<file path="config.mk">
export PLATFORM = sky130hd
export DESIGN_NAME = rmf_cell
export DESIGN_NICKNAME = d
export VERILOG_FILES = /design/src/hdl/rmf_pkg.sv /design/src/hdl/rmf_cell.sv
export SDC_FILE = /design/constraint.sdc
export NUM_CORES = 1
export LEC_CHECK = 0
export BUFFER_PORTS_ARGS = -buffer_cell sky130_fd_sc_hd__buf_2
export CAP_MARGIN = 15
export CELL_PAD_IN_SITES_DETAIL_PLACEMENT = 1
export CELL_PAD_IN_SITES_GLOBAL_PLACEMENT = 2
export CORE_UTILIZATION = 24
export DETAILED_ROUTE_END_ITERATION = 16
export GPL_ROUTABILITY_DRIVEN = 0
export PLACE_DENSITY = 0.89
export SKIP_CTS_REPAIR_TIMING = 1
export SLEW_MARGIN = 20
export SYNTH_ARGS = -nofsm -noshare
export SYNTH_HDL_FRONTEND = slang
export SYNTH_SLANG_ARGS = --single-unit
</file>
<file path="constraint.sdc">
create_clock -name clk -period 3.66 [get_ports clk]
set_input_delay 0.183 -clock clk [delete_from_list [all_inputs] [get_ports clk]]
set_output_delay 0.183 -clock clk [all_outputs]
set_load 0.05 [all_outputs]
</file>
<file path="src/hdl/rmf_pkg.sv">
// Shared package of the running median filter.
// Holds the configuration constants and the control structs used by the top
// level and by its cell and median modules. Depends on nothing.
`default_nettype none

package rmf_pkg;

	// Width of the window_length register and its value after reset.
	localparam int unsigned CFG_W = 7;
	localparam logic [CFG_W-1:0] WINDOW_RESET = 7'd5;

	// Control that every cell of the sorted chain sees in the same cycle.
	typedef struct packed {
		logic load;   // a word is accepted, the cells take their new values
		logic first;  // this word refills the whole window
	} rmf_ctl_t;

	// Control of the median pipeline.
	typedef struct packed {
		logic adv;    // the pipeline moves one step
		logic valid;  // the cells hold a result that still has to be read
	} rmf_pipe_t;

endpackage

`default_nettype wire

</file>
<file path="src/hdl/rmf_cell.sv">
// One cell of the sorted chain: holds one window value and its age.
// Works with its left and right neighbors to delete the oldest value and insert
// the new sample in the same cycle. Depends on rmf_pkg.
`default_nettype none

module rmf_cell #(
	parameter int unsigned IDX   = 0,
	parameter int unsigned SB    = 24,
	parameter int unsigned AGE_W = 6
) (
	input  wire                         clk,
	input  rmf_pkg::rmf_ctl_t           ctl,
	input  wire logic signed [SB-1:0]   sample,
	input  wire logic [AGE_W-1:0]       last_idx,
	// Left neighbor (one place lower in sorted order).
	input  wire logic signed [SB-1:0]   left_value,
	input  wire logic [AGE_W-1:0]       left_age,
	input  wire logic                   left_le,
	input  wire logic                   before_in,
	// Right neighbor (one place higher in sorted order).
	input  wire logic signed [SB-1:0]   right_value,
	input  wire logic [AGE_W-1:0]       right_age,
	input  wire logic                   right_le,
	// What this cell shows to its neighbors.
	output logic signed [SB-1:0]        cur_value,
	output logic [AGE_W-1:0]            cur_age,
	output logic                        cur_le,
	output logic                        before_out,
	output logic                        del,
	output logic signed [SB-1:0]        value
);

	logic signed [SB-1:0] value_q;
	logic [AGE_W-1:0]     age_q;
	logic                 active;
	logic                 is_last;
	logic signed [SB-1:0] c_value;
	logic [AGE_W-1:0]     c_age;
	logic                 c_le;
	logic signed [SB-1:0] p_value;
	logic [AGE_W-1:0]     p_age;
	logic                 p_le;
	logic signed [SB-1:0] nxt_value;
	logic [AGE_W-1:0]     nxt_age;

	// On a refill every cell holds the sample, with distinct ages so that the
	// lowest cell is the oldest.
	assign cur_value = ctl.first ? sample : value_q;
	assign cur_age   = ctl.first ? (last_idx - AGE_W'(IDX)) : age_q;
	assign cur_le    = (cur_value <= sample);

	assign active     = (AGE_W'(IDX) <= last_idx);
	assign is_last    = (AGE_W'(IDX) == last_idx);
	assign del        = active && (cur_age == last_idx);
	assign before_out = before_in | del;

	// This place and the one below it, after the oldest value is taken out.
	assign c_value = before_out ? right_value : cur_value;
	assign c_age   = before_out ? right_age   : cur_age;
	assign c_le    = before_out ? right_le    : cur_le;
	assign p_value = before_in  ? cur_value   : left_value;
	assign p_age   = before_in  ? cur_age     : left_age;
	assign p_le    = before_in  ? cur_le      : left_le;

	always_comb begin
		priority if (!is_last && c_le) begin
			nxt_value = c_value;
			nxt_age   = c_age + 1'b1;
		end else if (p_le) begin
			nxt_value = sample;
			nxt_age   = '0;
		end else begin
			nxt_value = p_value;
			nxt_age   = p_age + 1'b1;
		end
	end

	always_ff @(posedge clk) begin
		if (ctl.load && active) begin
			value_q <= nxt_value;
			age_q   <= nxt_age;
		end
	end

	assign value = value_q;

endmodule

`default_nettype wire

</file>
==> results_dict.tcl <==
set metrics [dict create \
    grtUsageMet3_pct 3.043 \
    syn_avg_cell_area_um2 8.621 \
    layout_commonest_cell "buf_2" \
    min_period_over_period_pct 94.25 \
    synth_seq_cells 30 \
    syn_area_um2 3457 \
    status "finished, final reports clean" \
    cts_root_buf "clkbuf_16" \
    drc_errors 0 \
    htree_levels 2 \
    hp-class "input pin to flip-flop" \
    worstSetupPathType "flip-flop to flip-flop" \
    place_hpwl_um 10450 \
    layout_setup_ws_ns 0.2104 \
    dieWidth_um 122.0 \
    diodes 0 \
    cp-start-kind "flip-flop" \
    fin_nets 677 \
    row_count 43 \
    synth_xor_area_share_pct 3.547 \
    clock_latency_ns 0.28 \
    maxSlewHeadroom_pct 40.85 \
    synth-async-reset-ratio_pct 0 \
    drt_iter0_markers 142 \
    ir_drop_v 0.0001684 \
    maxSlewViolCount 0 \
    fin_util_pct 33.35 \
    synth_compound_area_share_pct 18.75 \
    required_ns 3.68 \
    viasPerCell 4.974 \
    num-fill-cells 1718 \
    final_cells 734 \
    cp-end-kind "flip-flop" \
    wl_um 13180 \
    grt.overflow.total 0 \
    worst_slew_pin_slew_ns 0.8872 \
    synthMuxAreaShare_pct 19.76 \
    dp.cells 723 \
    cp_slowest_stage_delay_ns 0.44 \
    fmaxAchievable_mhz 289.9 \
    hold_ws_ns 0.2713 \
    grt_pass1_vias 3966 \
    fin_worst_skew_ns 0.004406 \
    synth_edf_count 30 \
    crit_chain "mux2i_1, inv_2, ha_1, a21oi_1, o21ai_1, a221o_1, or3_1, a21oi_2, buf_4, a221oi_1, mux2_1" \
    routedWlPerCell_um 17.96 \
    start_util_pct 24.71 \
    hold_viol 0 \
    synthSimpleGateAreaFrac_pct 13.68 \
    rsz0062_at_grt "false" \
    cts_sinks 30 \
    worstPathMaxFanout 9 \
    grt-busiest-layer "met2" \
    grt_pass1_wl_um 20130 \
    antenna_found_initial 0 \
    dpl_cell_area_um2 4498 \
    first_pass_iters 4 \
    ff_latch_area_um2 900.9 \
    cts_buffer_depth 2 \
    met1_usage_pct 21.37 \
    syn_inst 401 \
    io_buffers 152 \
    grt_max_degree 34 \
    grt_usage_pct 17.50 \
    die_y_um 122.0 \
    synth_top_family_by_area "multiplexers" \
    syn-num-nets 523 \
    critical-path-slowest-cell "or3_1" \
    multi_input_area_um2 2290 \
    design.die.area_um2 14890 \
    post-place-ws_ns -0.02936 \
    syn2layout_area_growth_pct 34.93 \
    cts_made_buffers 5 \
    worst_ep_arrival_time_ns 3.47 \
    fin_area_um2 4664 \
    cts_tree "built" \
    synthAdderAreaFrac_pct 9.410 \
    layout-drive-gt1-share_pct 37.00 \
    pin_count 153 \
    clk_pin_slew_ns 0.05 \
    yosysWarnings 0 \
    num_vias 3651 \
    drv.max_cap_violation_count 0 \
    synthDistinctLibCells 45 \
    setup_violations 0 \
    total_leakage_power_nw 2.370 \
    coreArea_um2 13990 \
    synth-main-ff-cell "edfxtp_1" \
    ant_nets 0 \
    power_density_nw_per_um2 411.4 \
    met2_usage_pct 31.43 \
    finalCriticalPeriod_ns 3.450 \
    layout_common_cells "buf_2 (152), mux2i_1 (57), nor2_1 (57)" \
    ys_seq_area_share_pct 26.06 \
]
[synth_stat cells (7+ instances only)]
library cell | count | area (µm²)
a221o_1 | 24 | 240.2
nor2_1 | 57 | 214.0
mux2_2 | 7 | 78.83
a21oi_1 | 34 | 170.2
mux2i_1 | 57 | 570.6
ha_1 | 26 | 325.3
edfxtp_1 | 30 | 900.9
xor2_1 | 8 | 70.07
nand2_1 | 11 | 41.29
inv_1 | 51 | 191.4
clkbuf_1 | 12 | 45.04
[path summary, 6_finish.rpt]
kind | startpoint | endpoint | slack [ns] | depth (start not counted)
worst max-delay path | value[7] | value[0] | 0.21 | 11
worst min-delay path | right_value[19] | value[19] | 0.27 | 3
worst max register to register | value[7] | value[0] | 0.21 | 11
worst min register to register | value[19] | value[19] | 0.86 | 4
[kinds of logic (layout without fill, tap and decap cells)]
kind of cell,after synthesis,after routing
multiplexers,67,67
XOR/XNOR,14,14
AO/OA/AOI/OAI,90,90
buffers and inverters,75,228
AND/OR/NAND/NOR,99,99
adder cells (fa/ha/maj),26,26
flip-flops,30,30
[final cells by class]
| cell class | count | share of cell area [%] |
|---|---|---|
| clock buffer | 5 | 2.682 |
| clock inverter | 1 | 0.08047 |
| inverter | 51 | 4.104 |
| multi-input combinational | 296 | 49.09 |
| sequential | 30 | 19.31 |
| tap | 180 | 4.828 |
| timing repair buffer | 171 | 19.90 |
[metal layers]
layer | vias to the layer above | wire length (µm) | part of all wire (%)
met2 | 142 | 6551 | 50
met1 | 1734 | 5595 | 42
met3 | 17 | 833 | 6.3
li1 | 1758 | - | -
met5 | - | 0 | 0
met4 | 0 | 203 | 1.5
[stage by stage]
step / total power, mW / TNS (ns)
final: 1.919 / 0
after global routing: 2.023 / 0
after CTS: 1.931 / 0
after detailed placement: 1.514 / -0.08876
after global placement: 1.483 / 0
after floorplan: 1.207 / 0
[critical path: cells and delay by family (launching register included)]
kind / cells / cell delay [ns]
buffers and inverters: 2 / 0.35
AOI/OAI and AO/OA: 5 / 1.10
DFF: 1 / 0.39
adders and majority gates: 1 / 0.33
and+or+nand+nor: 1 / 0.44
muxes: 2 / 0.59
[power breakdown]
group / leakage [nW] / switching [mW] / internal [mW]
clock: 0.0632 / 0.160 / 0.242
sequential: 0.295 / 0.0289 / 0.447
combinational: 2.01 / 0.694 / 0.347
total: 2.37 / 0.883 / 1.04
[flip-flops by register name (all words and copies together), names as in the netlist]
signal	count
value	24
age_q	6
No activity file was read; power rests on OpenSTA's default activity.
